$ cat src/hdl/joystick_axis_conditioner_top_defines.svh
// ----------------------------------------------------------------------------
// Joystick axis conditioner assertion macros
// Shared property templates for the conditioner's concurrent checks.
// ----------------------------------------------------------------------------
`ifndef JOYSTICK_AXIS_CONDITIONER_TOP_DEFINES_SVH
`define JOYSTICK_AXIS_CONDITIONER_TOP_DEFINES_SVH

// Same-cycle implication, disabled during reset
`define JAC_ASSERT_NOW(label, ante, cons, msg) \
	label: assert property (@(posedge clk) disable iff (!arst_n) (ante) |-> (cons)) \
		else $error(msg);

// Next-cycle implication, disabled during reset
`define JAC_ASSERT_NEXT(label, ante, cons, msg) \
	label: assert property (@(posedge clk) disable iff (!arst_n) (ante) |=> (cons)) \
		else $error(msg);

`endif

$ cat src/hdl/jac_pkg.sv
// ----------------------------------------------------------------------------
// Joystick axis conditioner package
// Payload types, register indexes and fixed-point constants.
// ----------------------------------------------------------------------------
package jac_pkg;

	// Configuration register indexes
	localparam logic [2:0] CFG_CENTER_LX  = 3'd0;
	localparam logic [2:0] CFG_CENTER_LY  = 3'd1;
	localparam logic [2:0] CFG_CENTER_RX  = 3'd2;
	localparam logic [2:0] CFG_CENTER_RY  = 3'd3;
	localparam logic [2:0] CFG_DEAD_BAND  = 3'd4;
	localparam logic [2:0] CFG_CURVE_EXP  = 3'd5;
	localparam logic [2:0] CFG_OUT_SCALE  = 3'd6;
	localparam logic [2:0] CFG_HOLD_MS    = 3'd7;

	// Fixed-point mantissa: Q1.16
	localparam int MANT_W = 17;
	localparam int FRAC_W = 16;
	localparam logic [MANT_W-1:0] MANT_ONE = 17'h10000;
	localparam logic [MANT_W-1:0] MANT_MAX = 17'h1FFFF;
	localparam logic [6:0] MAG_SAT = 7'd127;

	typedef struct packed {
		logic [11:0] sample_left_x;
		logic [11:0] sample_left_y;
		logic [11:0] sample_right_x;
		logic [11:0] sample_right_y;
		logic [1:0]  select_raw;
		logic [9:0]  buttons_raw;
		logic [31:0] time_ms;
	} sample_t;

	typedef struct packed {
		logic signed [7:0] left_x;
		logic signed [7:0] left_y;
		logic signed [7:0] right_x;
		logic signed [7:0] right_y;
		logic signed [7:0] rotation;
		logic [9:0]        buttons_out;
		logic [1:0]        select_out;
		logic              changed;
	} result_t;

	typedef struct packed {
		logic              start;
		logic [MANT_W-1:0] mant;
	} log2_req_t;

	typedef struct packed {
		logic              done;
		logic [FRAC_W-1:0] frac;
	} log2_rsp_t;

endpackage

$ cat src/hdl/jac_log2.sv
// ----------------------------------------------------------------------------
// Joystick axis conditioner log2 fraction unit
// Computes 16 fraction bits of log2 of a Q1.16 mantissa by repeated squaring,
// one squaring per cycle.
// ----------------------------------------------------------------------------
module jac_log2 (
	input  logic              clk,
	input  logic              arst_n,
	input  jac_pkg::log2_req_t req,
	output jac_pkg::log2_rsp_t rsp
);

	logic [jac_pkg::MANT_W-1:0] m_q;
	logic [jac_pkg::FRAC_W-1:0] f_q;
	logic [3:0]                 cnt_q;
	logic                       busy_q;
	logic                       done_q;
	logic [2*jac_pkg::MANT_W-1:0] sq;
	logic [jac_pkg::MANT_W:0]     sq_hi;

	// Square and renormalize
	assign sq    = m_q * m_q;
	assign sq_hi = sq[2*jac_pkg::MANT_W-1:jac_pkg::FRAC_W];

	// Control: count sixteen squarings
	always_ff @(posedge clk or negedge arst_n) begin
		if (!arst_n) begin
			busy_q <= 1'b0;
			done_q <= 1'b0;
			cnt_q  <= '0;
		end else begin
			done_q <= 1'b0;
			if (req.start) begin
				busy_q <= 1'b1;
				cnt_q  <= '0;
			end else if (busy_q) begin
				cnt_q <= cnt_q + 4'd1;
				if (cnt_q == 4'd15) begin
					busy_q <= 1'b0;
					done_q <= 1'b1;
				end
			end
		end
	end

	// Datapath: load mantissa, then shift in one fraction bit per squaring
	always_ff @(posedge clk) begin
		if (req.start) begin
			m_q <= req.mant;
			f_q <= '0;
		end else if (busy_q) begin
			f_q <= {f_q[jac_pkg::FRAC_W-2:0], sq_hi[jac_pkg::MANT_W]};
			m_q <= sq_hi[jac_pkg::MANT_W] ? sq_hi[jac_pkg::MANT_W:1]
				: sq_hi[jac_pkg::MANT_W-1:0];
		end
	end

	assign rsp.done = done_q;
	assign rsp.frac = f_q;

endmodule

$ cat src/hdl/joystick_axis_conditioner_top.sv
// ----------------------------------------------------------------------------
// Joystick axis conditioner
// Deadzone and power curve on four stick axes, rotation mode, select
// debouncing and a changed flag, one result per sample set.
// ----------------------------------------------------------------------------
// Usage:
//  sample channel (sample_valid/sample_ready/sample) takes one sample set per
//  transfer; result channel (result_valid/result_ready/result) returns one
//  result per sample. cfg channel (cfg_valid/cfg_ready/cfg_index/cfg_data)
//  writes a register; it is always ready. The user must write it only
//  while idle; the block itself does not enforce this. The four axes are
//  conditioned one after another by a single sequencer and one shared log2
//  squaring unit. Per axis: a restoring divide, a leading-one shift, one
//  log2 run and sixteen log2 runs of the exp2 bisection. An axis in the
//  deadzone goes straight from S_DEV to S_NEXT. The log2 runs dominate
//  the time. sample_ready is high only while the sequencer is idle.
//  The result sits in an output register; while the receiver stalls, the
//  next sample set is taken and conditioned but holds in the sequencer,
//  with sample_ready low, until that register has been taken.
//  Reset clears history, debounce state and button register and restores
//  the register defaults.
// ----------------------------------------------------------------------------
`include "joystick_axis_conditioner_top_defines.svh"

module joystick_axis_conditioner_top #(
	parameter int BUTTON_COUNT  = 10,
	parameter int ROTATE_BUTTON = 8,
	parameter int ADC_BITS      = 12
) (
	input  logic              clk,
	input  logic              arst_n,
	input  logic              sample_valid,
	output logic              sample_ready,
	input  jac_pkg::sample_t  sample,
	output logic              result_valid,
	input  logic              result_ready,
	output jac_pkg::result_t  result,
	input  logic              cfg_valid,
	output logic              cfg_ready,
	input  logic [2:0]        cfg_index,
	input  logic [15:0]       cfg_data
);

	localparam int XW = (ADC_BITS > 12) ? ADC_BITS : 12;
	localparam int NW = XW + 16;
	localparam int CW = $clog2(NW);
	localparam logic [XW-1:0] AMASK = XW'((33'd1 << ADC_BITS) - 33'd1);
	localparam logic [XW:0] HALF = (XW+1)'(33'd1 << (ADC_BITS - 1));

	// Sequencer states
	localparam logic [3:0] S_IDLE   = 4'd0;
	localparam logic [3:0] S_DEV    = 4'd1;
	localparam logic [3:0] S_DIV    = 4'd2;
	localparam logic [3:0] S_NORM   = 4'd3;
	localparam logic [3:0] S_LOGW   = 4'd4;
	localparam logic [3:0] S_EXPCHK = 4'd5;
	localparam logic [3:0] S_SRCH   = 4'd6;
	localparam logic [3:0] S_SRCHW  = 4'd7;
	localparam logic [3:0] S_SCALE  = 4'd8;
	localparam logic [3:0] S_SHIFT  = 4'd9;
	localparam logic [3:0] S_NEXT   = 4'd10;
	localparam logic [3:0] S_DONE   = 4'd11;

	// Configuration registers
	logic [11:0] center_q [4];
	logic [10:0] dead_band_q;
	logic [15:0] curve_exp_q;
	logic [6:0]  scale_q;
	logic [15:0] hold_ms_q;

	// History state
	logic signed [7:0]       prev_q [5];
	logic [BUTTON_COUNT-1:0] button_q;
	logic [1:0]              sel_deb_q;
	logic [31:0]             sel_time_q [2];

	// Sequencer and datapath
	logic [3:0]              state_q;
	jac_pkg::sample_t        item_q;
	logic [1:0]              ax_q;
	logic signed [7:0]       axres_q [4];
	logic                    pos_q;
	logic [ADC_BITS-1:0]     den_q;
	logic [ADC_BITS-1:0]     rem_q;
	logic [NW-1:0]           dq_q;
	logic [CW-1:0]           cnt_q;
	logic signed [6:0]       lint_q;
	logic signed [39:0]      prod_q;
	logic signed [3:0]       ip_q;
	logic [15:0]             fp_q;
	logic [16:0]             lo_q;
	logic [16:0]             hi_q;
	logic [16:0]             mid_q;
	logic [23:0]             v_q;
	logic [6:0]              mag_q;
	logic                    res_valid_q;
	jac_pkg::result_t        res_q;

	jac_pkg::log2_req_t      lreq;
	jac_pkg::log2_rsp_t      lrsp;

	jac_log2 u_log2 (
		.clk   (clk),
		.arst_n(arst_n),
		.req   (lreq),
		.rsp   (lrsp)
	);

	// Deviation of the current axis
	logic [11:0]          raw_sel;
	logic [XW-1:0]        raw_m;
	logic signed [XW:0]   dev;
	logic [XW:0]          dev_abs;
	logic [XW-1:0]        ad;
	logic signed [XW:0]   den_full;
	logic [ADC_BITS-1:0]  den_c;

	always_comb begin
		unique case (ax_q)
			2'd0: raw_sel = item_q.sample_left_x;
			2'd1: raw_sel = item_q.sample_left_y;
			2'd2: raw_sel = item_q.sample_right_x;
			default: raw_sel = item_q.sample_right_y;
		endcase
	end

	assign raw_m    = XW'(raw_sel) & AMASK;
	assign dev      = $signed({1'b0, raw_m}) - $signed({1'b0, XW'(center_q[ax_q])});
	assign dev_abs  = dev[XW] ? (XW+1)'(-dev) : dev;
	assign ad       = dev_abs[XW-1:0];
	assign den_full = $signed(HALF) - $signed((XW+1)'(dead_band_q));
	assign den_c    = (den_full < $signed((XW+1)'(1))) ? ADC_BITS'(1)
		: den_full[ADC_BITS-1:0];

	// Restoring divide step
	logic [ADC_BITS:0] trial;
	logic              q_bit;
	assign trial = {rem_q, dq_q[NW-1]};
	assign q_bit = (trial >= {1'b0, den_q});

	// Log2 to power product
	logic signed [22:0] l_val;
	logic signed [39:0] prod_c;
	logic signed [11:0] ip_c;
	assign l_val  = {lint_q, lrsp.frac};
	assign prod_c = l_val * $signed({1'b0, curve_exp_q});
	assign ip_c   = prod_q[39:28];

	// Bisection midpoint
	logic [17:0] mid_sum;
	assign mid_sum = {1'b0, lo_q} + ((({1'b0, hi_q} - {1'b0, lo_q}) + 18'd1) >> 1);

	// Final scale shift and saturation
	logic [29:0] v_sh;
	logic [4:0]  shamt;
	assign shamt = 5'd22 - {ip_q[3], ip_q};
	assign v_sh  = {v_q, 6'b0} >> shamt;

	// Signed axis value, Y axes inverted
	logic signed [7:0] mag_s;
	assign mag_s = $signed({1'b0, mag_q});

	// Log2 requests from normalize and bisection
	always_comb begin
		lreq.start = 1'b0;
		lreq.mant  = dq_q[NW-1 -: jac_pkg::MANT_W];
		if (state_q == S_NORM && dq_q != '0 && dq_q[NW-1]) begin
			lreq.start = 1'b1;
		end else if (state_q == S_SRCH && lo_q < hi_q) begin
			lreq.start = 1'b1;
			lreq.mant  = mid_sum[16:0];
		end
	end

	// Result assembly: debounce, rotation routing, changed flag
	logic [15:0]             btn_wide;
	logic [15:0]             new_wide;
	logic [BUTTON_COUNT-1:0] new_btn;
	logic [15:0]             new_keep;
	logic                    rot;
	logic signed [7:0]       axes [5];
	logic [1:0]              sel_take;
	logic [1:0]              sel_next;
	logic                    chg;

	assign btn_wide = 16'(button_q);
	assign new_wide = {6'b0, item_q.buttons_raw};
	assign new_btn  = new_wide[BUTTON_COUNT-1:0];
	assign new_keep = 16'(new_btn);
	assign rot      = btn_wide[ROTATE_BUTTON];

	always_comb begin
		for (int j = 0; j < 2; j++) begin
			sel_take[j] = (item_q.select_raw[j] != sel_deb_q[j]) &&
				((item_q.time_ms - sel_time_q[j]) > 32'(hold_ms_q));
			sel_next[j] = sel_take[j] ? item_q.select_raw[j] : sel_deb_q[j];
		end
		axes[0] = rot ? 8'sd0 : axres_q[0];
		axes[1] = rot ? 8'sd0 : axres_q[1];
		axes[2] = axres_q[2];
		axes[3] = axres_q[3];
		axes[4] = rot ? axres_q[0] : 8'sd0;
		chg = (sel_take != 2'b00) || (new_btn != button_q);
		for (int j = 0; j < 5; j++) begin
			if (axes[j] != prev_q[j]) chg = 1'b1;
		end
	end

	// Handshakes
	assign sample_ready = (state_q == S_IDLE);
	assign cfg_ready    = 1'b1;
	assign result_valid = res_valid_q;
	assign result       = res_q;

	// Configuration writes
	always_ff @(posedge clk or negedge arst_n) begin
		if (!arst_n) begin
			for (int i = 0; i < 4; i++) center_q[i] <= 12'd2048;
			dead_band_q <= 11'd100;
			curve_exp_q <= 16'd4096;
			scale_q     <= 7'd127;
			hold_ms_q   <= 16'd50;
		end else if (cfg_valid) begin
			unique case (cfg_index)
				jac_pkg::CFG_CENTER_LX: center_q[0] <= cfg_data[11:0];
				jac_pkg::CFG_CENTER_LY: center_q[1] <= cfg_data[11:0];
				jac_pkg::CFG_CENTER_RX: center_q[2] <= cfg_data[11:0];
				jac_pkg::CFG_CENTER_RY: center_q[3] <= cfg_data[11:0];
				jac_pkg::CFG_DEAD_BAND: dead_band_q <= cfg_data[10:0];
				jac_pkg::CFG_CURVE_EXP: curve_exp_q <= cfg_data;
				jac_pkg::CFG_OUT_SCALE: scale_q     <= cfg_data[6:0];
				default:                hold_ms_q   <= cfg_data;
			endcase
		end
	end

	// Sequencer control and history
	always_ff @(posedge clk or negedge arst_n) begin
		if (!arst_n) begin
			state_q     <= S_IDLE;
			ax_q        <= 2'd0;
			res_valid_q <= 1'b0;
			button_q    <= '0;
			sel_deb_q   <= 2'b00;
			for (int i = 0; i < 2; i++) sel_time_q[i] <= 32'd0;
			for (int i = 0; i < 5; i++) prev_q[i] <= 8'sd0;
		end else begin
			if (res_valid_q && result_ready && state_q != S_DONE) res_valid_q <= 1'b0;
			unique case (state_q)
				S_IDLE: begin
					if (sample_valid) begin
						ax_q    <= 2'd0;
						state_q <= S_DEV;
					end
				end
				S_DEV: begin
					if (ad < XW'(dead_band_q) || scale_q == '0 || curve_exp_q == '0) begin
						state_q <= S_NEXT;
					end else begin
						state_q <= S_DIV;
					end
				end
				S_DIV: begin
					if (cnt_q == CW'(NW - 1)) state_q <= S_NORM;
				end
				S_NORM: begin
					if (dq_q == '0) state_q <= S_NEXT;
					else if (dq_q[NW-1]) state_q <= S_LOGW;
				end
				S_LOGW: begin
					if (lrsp.done) state_q <= S_EXPCHK;
				end
				S_EXPCHK: begin
					if (ip_c >= 12'sd7 || ip_c <= -12'sd8) state_q <= S_NEXT;
					else state_q <= S_SRCH;
				end
				S_SRCH: begin
					if (lo_q < hi_q) state_q <= S_SRCHW;
					else state_q <= S_SCALE;
				end
				S_SRCHW: begin
					if (lrsp.done) state_q <= S_SRCH;
				end
				S_SCALE: state_q <= S_SHIFT;
				S_SHIFT: state_q <= S_NEXT;
				S_NEXT: begin
					if (ax_q == 2'd3) begin
						state_q <= S_DONE;
					end else begin
						ax_q    <= ax_q + 2'd1;
						state_q <= S_DEV;
					end
				end
				S_DONE: begin
					if (!res_valid_q || result_ready) begin
						res_valid_q <= 1'b1;
						button_q    <= new_btn;
						sel_deb_q   <= sel_next;
						for (int j = 0; j < 2; j++) begin
							if (sel_take[j]) sel_time_q[j] <= item_q.time_ms;
						end
						for (int j = 0; j < 5; j++) prev_q[j] <= axes[j];
						state_q <= S_IDLE;
					end
				end
				default: state_q <= S_IDLE;
			endcase
		end
	end

	// Datapath registers
	always_ff @(posedge clk) begin
		unique case (state_q)
			S_IDLE: begin
				if (sample_valid) item_q <= sample;
			end
			S_DEV: begin
				pos_q <= (dev > $signed((XW+1)'(0)));
				den_q <= den_c;
				rem_q <= '0;
				dq_q  <= {ad, 16'b0};
				cnt_q <= '0;
				if (ad < XW'(dead_band_q) || scale_q == '0) mag_q <= '0;
				else mag_q <= scale_q;
			end
			S_DIV: begin
				rem_q <= q_bit ? ADC_BITS'(trial - {1'b0, den_q}) : trial[ADC_BITS-1:0];
				dq_q  <= {dq_q[NW-2:0], q_bit};
				cnt_q <= (cnt_q == CW'(NW - 1)) ? '0 : cnt_q + CW'(1);
			end
			S_NORM: begin
				if (dq_q == '0) begin
					mag_q <= '0;
				end else if (dq_q[NW-1]) begin
					lint_q <= 7'(NW - 17) - 7'(cnt_q);
				end else begin
					dq_q  <= {dq_q[NW-2:0], 1'b0};
					cnt_q <= cnt_q + CW'(1);
				end
			end
			S_LOGW: begin
				if (lrsp.done) prod_q <= prod_c;
			end
			S_EXPCHK: begin
				ip_q <= ip_c[3:0];
				fp_q <= prod_q[27:12];
				lo_q <= jac_pkg::MANT_ONE;
				hi_q <= jac_pkg::MANT_MAX;
				if (ip_c >= 12'sd7) mag_q <= jac_pkg::MAG_SAT;
				else mag_q <= '0;
			end
			S_SRCH: begin
				mid_q <= mid_sum[16:0];
			end
			S_SRCHW: begin
				if (lrsp.done) begin
					if (lrsp.frac <= fp_q) lo_q <= mid_q;
					else hi_q <= mid_q - 17'd1;
				end
			end
			S_SCALE: begin
				v_q <= scale_q * lo_q;
			end
			S_SHIFT: begin
				mag_q <= (v_sh > 30'd127) ? jac_pkg::MAG_SAT : v_sh[6:0];
			end
			S_NEXT: begin
				axres_q[ax_q] <= (pos_q ^ ax_q[0]) ? mag_s : -mag_s;
			end
			S_DONE: begin
				if (!res_valid_q || result_ready) begin
					res_q.left_x      <= axes[0];
					res_q.left_y      <= axes[1];
					res_q.right_x     <= axes[2];
					res_q.right_y     <= axes[3];
					res_q.rotation    <= axes[4];
					res_q.buttons_out <= new_keep[9:0];
					res_q.select_out  <= sel_next;
					res_q.changed     <= chg;
				end
			end
			default: begin
			end
		endcase
	end

	// Checks
	`JAC_ASSERT_NEXT(a_busy_after_take, sample_valid && sample_ready, !sample_ready,
		"sample taken but sequencer still ready")
	`JAC_ASSERT_NOW(a_rotation_exclusive, result_valid,
		result.rotation == 8'sd0 || (result.left_x == 8'sd0 && result.left_y == 8'sd0),
		"rotation and left stick both driven")
	`JAC_ASSERT_NOW(a_no_min_code, result_valid,
		result.left_x != -8'sd128 && result.left_y != -8'sd128 &&
		result.right_x != -8'sd128 && result.right_y != -8'sd128 &&
		result.rotation != -8'sd128,
		"axis output outside symmetric range")

endmodule

$ cat config.mk
export PLATFORM = sky130hd
export DESIGN_NAME = joystick_axis_conditioner_top
export DESIGN_NICKNAME = d
export VERILOG_FILES = /design/src/hdl/jac_pkg.sv /design/src/hdl/jac_log2.sv /design/src/hdl/joystick_axis_conditioner_top.sv
export VERILOG_INCLUDE_DIRS = /design/src /design/src/hdl
export SDC_FILE = /design/constraint.sdc
export NUM_CORES = 2
export LEC_CHECK = 0
export BUFFER_PORTS_ARGS = -buffer_cell sky130_fd_sc_hd__buf_2
export CAP_MARGIN = 25
export CORE_UTILIZATION = 29
export CTS_CLUSTER_SIZE = 28
export DETAILED_ROUTE_END_ITERATION = 10
export PLACE_DENSITY_LB_ADDON = 0.1
export SETUP_SLACK_MARGIN = 0.5
export SKIP_LAST_GASP = 1
export SLEW_MARGIN = 10
export SYNTH_ARGS = -nofsm -noshare
export SYNTH_HDL_FRONTEND = slang
export SYNTH_SLANG_ARGS = --single-unit
$ cat constraint.sdc
create_clock -name clk -period 11.5 [get_ports clk]
set_input_delay 1.725 -clock clk [delete_from_list [all_inputs] [get_ports clk]]
set_output_delay 1.725 -clock clk [all_outputs]
set_load 0.01 [all_outputs]
Yosys cells after proc, flatten, opt, wreduce, memory -nomap -nowiden

Memory sizes are Yosys's and may differ from the RTL's.
Cells that the tools add are included.

Register bits: 611
Memory bits (writable): 32
Input port bits: 116
Output and inout bits: 56
Memories: 1

$add $sub $neg: 16
$mul: 3
$lt $le $gt $ge: 12
Equal/unequal tests: 43
Shift-type cells: 1
Muxes and demuxes: 65
Bitwise gates (word level): 4
Reductions and logical operators: 50

Memories:

| name    | words | width | rd ports | clocked after Yosys merged registers in | write ports | RTL line                            | source |
|---|---|---|---|---|---|---|---|
| axres_q | 4     | 8     | 4        | 0                                       | 1           | joystick_axis_conditioner_top.sv:81 | `logic signed [7:0] axres_q [4];` |

Operators with widths:

| operator            | number |
|---|---|
| $mux 17             | 8 |
| $pmux 28 s3         | 1 |
| $pmux 17 s2         | 2 |
| $gt 32x16->1        | 2 |
| $sub 32x32->32      | 2 |
| $mux 28             | 2 |
| $mux 4              | 13 |
| $mux 12             | 4 |
| $pmux 4 s12         | 1 |
| $ne 8x8->1          | 5 |
| $mul 22x17->39      | 1 |
| $pmux 12 s3         | 1 |
| $mul 17x17->34      | 1 |
| $mux 8              | 4 |
| $gt 30x7->1 const B | 1 |
| $shr 30x5->30       | 1 |
| $logic_not 28->1    | 1 |
| $mux 7              | 4 |
| $pmux 7 s4          | 1 |
| $reduce_bool 28->1  | 1 |
| $reduce_and 2->1    | 13 |
| $bmux 12 s2         | 1 |
| $mul 7x17->24       | 1 |
| $pmux 12 s2         | 1 |
| other kinds (63)    | 122 |

Logic depth before layout (Yosys ltp)

Depth in word-level cells: 12
Gate-level depth with buffers: 31
Gate-level depth less buffers: 28

Modules after synthesis

From an unflattened synthesis, not the netlist that was laid out.

Cell total of the unflattened synthesis: 5789
Area, all modules: 58532.4 um2

By module, submodules not included:

| module                        | instances | cells each | area an instance (um2) |
|---|---|---|---|
| joystick_axis_conditioner_top | 1         | 4723       | 48763.0 |
| jac_log2                      | 1         | 1066       | 9769.4 |

Least setup slack after synthesis

No wires, ideal clock.

Kind: register to register
Start: register u_log2.m_q[14] (netlist bit)
End: register u_log2.m_q[9] (netlist bit) (data pin)
Arrival time: 6.920 ns
Required time: 11.241 ns
Slack: 4.321 ns
Stages on the path, launching flop included: 27
Period minus slack after synthesis: 7.179 ns
Cells stage by stage: edfxtp_1 -> clkbuf_1 -> clkbuf_1 -> nand2_1 -> fa_1 -> inv_1 -> fa_1 -> fa_1 -> fa_1 -> fa_1 -> inv_1 -> fa_1 -> inv_1 -> ha_1 -> and3_1 -> nand3_1 -> or2_2 -> o21ai_0 -> o2111ai_1 -> nand3_1 -> o211ai_1 -> xor2_1 -> clkbuf_1 -> clkbuf_1 -> nor3_1 -> a21oi_1 -> nand2_1

Longest elaborated chain between the ends: 4

Ends and longest elaborated chain:

| item                     | RTL line       | source |
|---|---|---|
| start: declaration       | jac_log2.sv:13 | `logic [jac_pkg::MANT_W-1:0] m_q;` |
| start signal: assignment | jac_log2.sv:49 | `m_q <= req.mant;` |
| start signal: assignment | jac_log2.sv:53 | `m_q <= sq_hi[jac_pkg::MANT_W] ? sq_hi[jac_pkg::MANT_W:1]` |
| $mul 17x17->34           | jac_log2.sv:22 | `assign sq = m_q * m_q;` |
| $mux 17                  | jac_log2.sv:53 |  |
| $mux 17                  | jac_log2.sv:51 | `end else if (busy_q) begin` |
| $mux 17                  | jac_log2.sv:48 | `if (req.start) begin` |

Every way passes these cells. The select of a mux whose other input is x is not followed.
A chain may end at the register's enable or synchronous reset.

Worst setup path after layout

Start: register u_log2.m_q[2] (netlist bit)
End: register u_log2.m_q[10] (netlist bit) (data pin)

Same word-level chain as after synthesis.

==> results.json <==
{
  "ys_seq_elements": 630,
  "synth_area_per_cell_um2": 9.95,
  "critPathKind": "flop to flop",
  "synth_top_family_by_area": "adder cells",
  "post-cts-setup-buffers": 0,
  "postCtsHoldBufs": 0,
  "overflow": 0,
  "cts_root_buf": "clkbuf_16",
  "netlist_top_cells_area": "fa_1 21%, edfxtp_1 20%, ha_1 10%, dfrtp_1 8.9%, inv_1 6.4%",
  "area_growth_pct": 11.9,
  "synthMostInstantiatedCell": "inv_1",
  "synth_simple_gate_area_share_pct": 13.2,
  "initial_utilization_pct": 29.2,
  "synthAdderAreaFrac_pct": 31.2,
  "syn_nets": 7077,
  "clock_sinks": 630,
  "cts.clk_slew.worst_paths_ns": 0.07,
  "clockBufferDepth": 3,
  "grt_max_degree": 152,
  "vias_per_cell": 4.70,
  "ys_seq_area_share_pct": 30.2,
  "via_count": 40900,
  "critPathRequiredTime_ns": 12.09,
  "core_region_area_um2": 200000,
  "die_w_um": 451,
  "wl_mm": 166,
  "ys_types": 93,
  "critPathArrivalTime_ns": 8.48,
  "grt_pass1_vias": 43300,
  "synthXorXnorAreaFrac_pct": 3.72,
  "gp_congestion": 0.795,
  "rows": 164,
  "die_y_um": 451,
  "firstDrtPassIters": 8,
  "fin_nets": 7182,
  "end_kind": "flop",
  "place_area_um2": 62500,
  "synth_top_area_share_pct": 21.2,
  "setup_viol": 0,
  "post_drt_wl_per_cell_um": 19.0,
  "synth_common_cells": "1002 x inv_1, 703 x nand2_1, 618 x fa_1, 467 x ha_1, 387 x edfxtp_1",
  "drv_slew": 0,
  "maxCapViolCount": 0,
  "fin_area_um2": 65400,
  "ant_nets": 0,
  "max_freq_mhz": 127,
  "ys.flop_type": "edfxtp_1",
  "fin_crit_ns": 7.89,
  "holdCritPathClass": "flop to flop",
  "synth_top_area_cell": "fa_1",
  "drcViolationCount": 20,
  "cp-start-kind": "flop",
  "die_area_um2": 203000,
  "antenna_found_initial": 9,
  "num_io_pins": 172,
  "grt_setup_unrepaired": "false",
  "port_buffers": 170,
  "fin_util_pct": 32.7,
  "slew_headroom_pct": 29.1,
  "timing.setup.tns_ns": 0,
  "hold_viol": 0,
  "drt_iter0_drc": 2078,
  "ys_warn_count": 0,
  "netlist_instances": 5876,
  "clock_skew_ns": 0.0568,
  "grt_pass1_wl_mm": 259,
  "post-route-period-util_pct": 68.6,
  "post-dp-hpwl_mm": 125,
  "rr_worst_depth": 23,
  "violations": "DRC",
  "synth_mux_area_share_pct": 4.23,
  "whs_path_depth": 0,
  "cts_tree": "yes",
  "synth_compound_area_share_pct": 9.58,
  "track_usage_pct": 16.4,
  "ctsResizeCount": 0,
  "path_max_fanout": 36,
  "status": "complete, but fails checks",
  "drive_gt1_share_pct": 9.80,
  "worstSkewPairLatency_ns": 0.72,
  "ys_async_sr_fraction_pct": 36.0,
  "numCtsBuffers": 83,
  "synth_edf_count": 387,
  "synth_area_um2": 58500,
  "h-tree-depth": 3,
  "tightest_slew_ns": 1.06
}
==> registers in the layout (all words and copies together) (netlist names), 11 cells and up <==
signal and flops:
axres_q 32, center_q 48, curve_exp_q 16, dead_band_q 11, den_q 12, dq_q 28
fp_q 16, hi_q 17, hold_ms_q 16, item_q 82, lo_q 17, mid_q 17
prev_q 40, prod_q 27, rem_q 12, result 53, sel_time_q 64, u_log2.f_q 16
u_log2.m_q 17, v_q 24
==> worst max-delay path, cell delays in order (launching register included) <==
cell       delay (ns)
edfxtp_1         0.84
nand2_1          0.17
fa_1             0.61
inv_1            0.07
fa_1             0.52
fa_1             0.53
fa_1             0.53
fa_1             0.55
inv_1            0.06
fa_1             0.56
inv_1            0.06
ha_1             0.33
and3_1           0.16
nand3_1          0.08
or2_2            0.30
o21ai_0          0.17
buf_4            0.19
o2111ai_1        0.16
nand3_1          0.10
o211ai_1         0.17
xor2_4           0.80
nor3_1           0.10
a2111oi_0        0.49
a221o_1          0.18
==> routing by layer <==
metal  global-route usage (%)  share of wire (%)
met5                        0             0.0078
met4                     4.09                2.1
met3                     1.90                2.9
met2                     27.2                 48
met1                     22.7                 48
==> final cells by class <==
type,count,area (µm²)
well taps,2656,3320
fillers,20600,135000
flip-flops and latches,630,17600
diodes,3,7.51
clock inverters,41,469
inverters,1003,3770
multi-input cells,4010,36300
repair buffers,253,1560
clock buffers,115,2350
==> cells in the final DEF, fill, tap and decap left out, types with 56 or more instances in the layout <==
cell type	synthesis	layout
buf_2	4	169
nand3_1	63	63
buf_4	1	78
and2_1	239	239
mux2_2	125	125
nand2_1	703	702
nor2b_1	56	56
xnor2_1	155	154
dfrtp_1	209	209
clkbuf_16	0	88
ha_1	467	467
inv_1	1002	1001
fa_1	618	618
and3_1	69	68
edfxtp_1	387	387
a21o_1	74	74
nor2_1	202	200
o21ai_0	207	207
xor2_1	93	90
a21oi_1	258	257
nor3_1	71	66
==> logic make-up after synthesis <==
family          after synthesis
compound gates              867
xor+xnor                    248
fa+ha+maj                  1085
buf+inv                    1236
flops                       630
mux                         208
other cells                   1
simple gates               1601
==> worst paths after layout <==
check | startpoint | endpoint | slack (ns)
max in group asynchronous | arst_n | sel_time_q[8]$_DFFE_PN0P_ | 9.00
hold reg to reg | prod_q[22]$_DFFE_PP_ | fp_q[10]$_DFFE_PN_ | 0.41
hold / removal | prod_q[22]$_DFFE_PP_ | fp_q[10]$_DFFE_PN_ | 0.41
min in group asynchronous | arst_n | prev_q[21]$_DFFE_PN0P_ | 1.03
setup / recovery | u_log2.m_q[2]$_DFFE_PP_ | u_log2.m_q[10]$_DFFE_PP_ | 3.61
setup reg to reg | u_log2.m_q[2]$_DFFE_PP_ | u_log2.m_q[10]$_DFFE_PP_ | 3.61
==> stage by stage <==
step	setup WS [ns]	std cells	hold slack [ns]
final	3.61	8711	0.412
after global routing	2.94	8710	0.419
after CTS	3.47	8706	0.411
after detailed placement	3.52	8550	0.405
after global placement	3.61	8545	0.400
after floorplan	4.32	5876	0.400
Power is left out: the tool's default activity adds up to more than one toggle a clock period on the data nets, which glitch-free logic cannot reach.
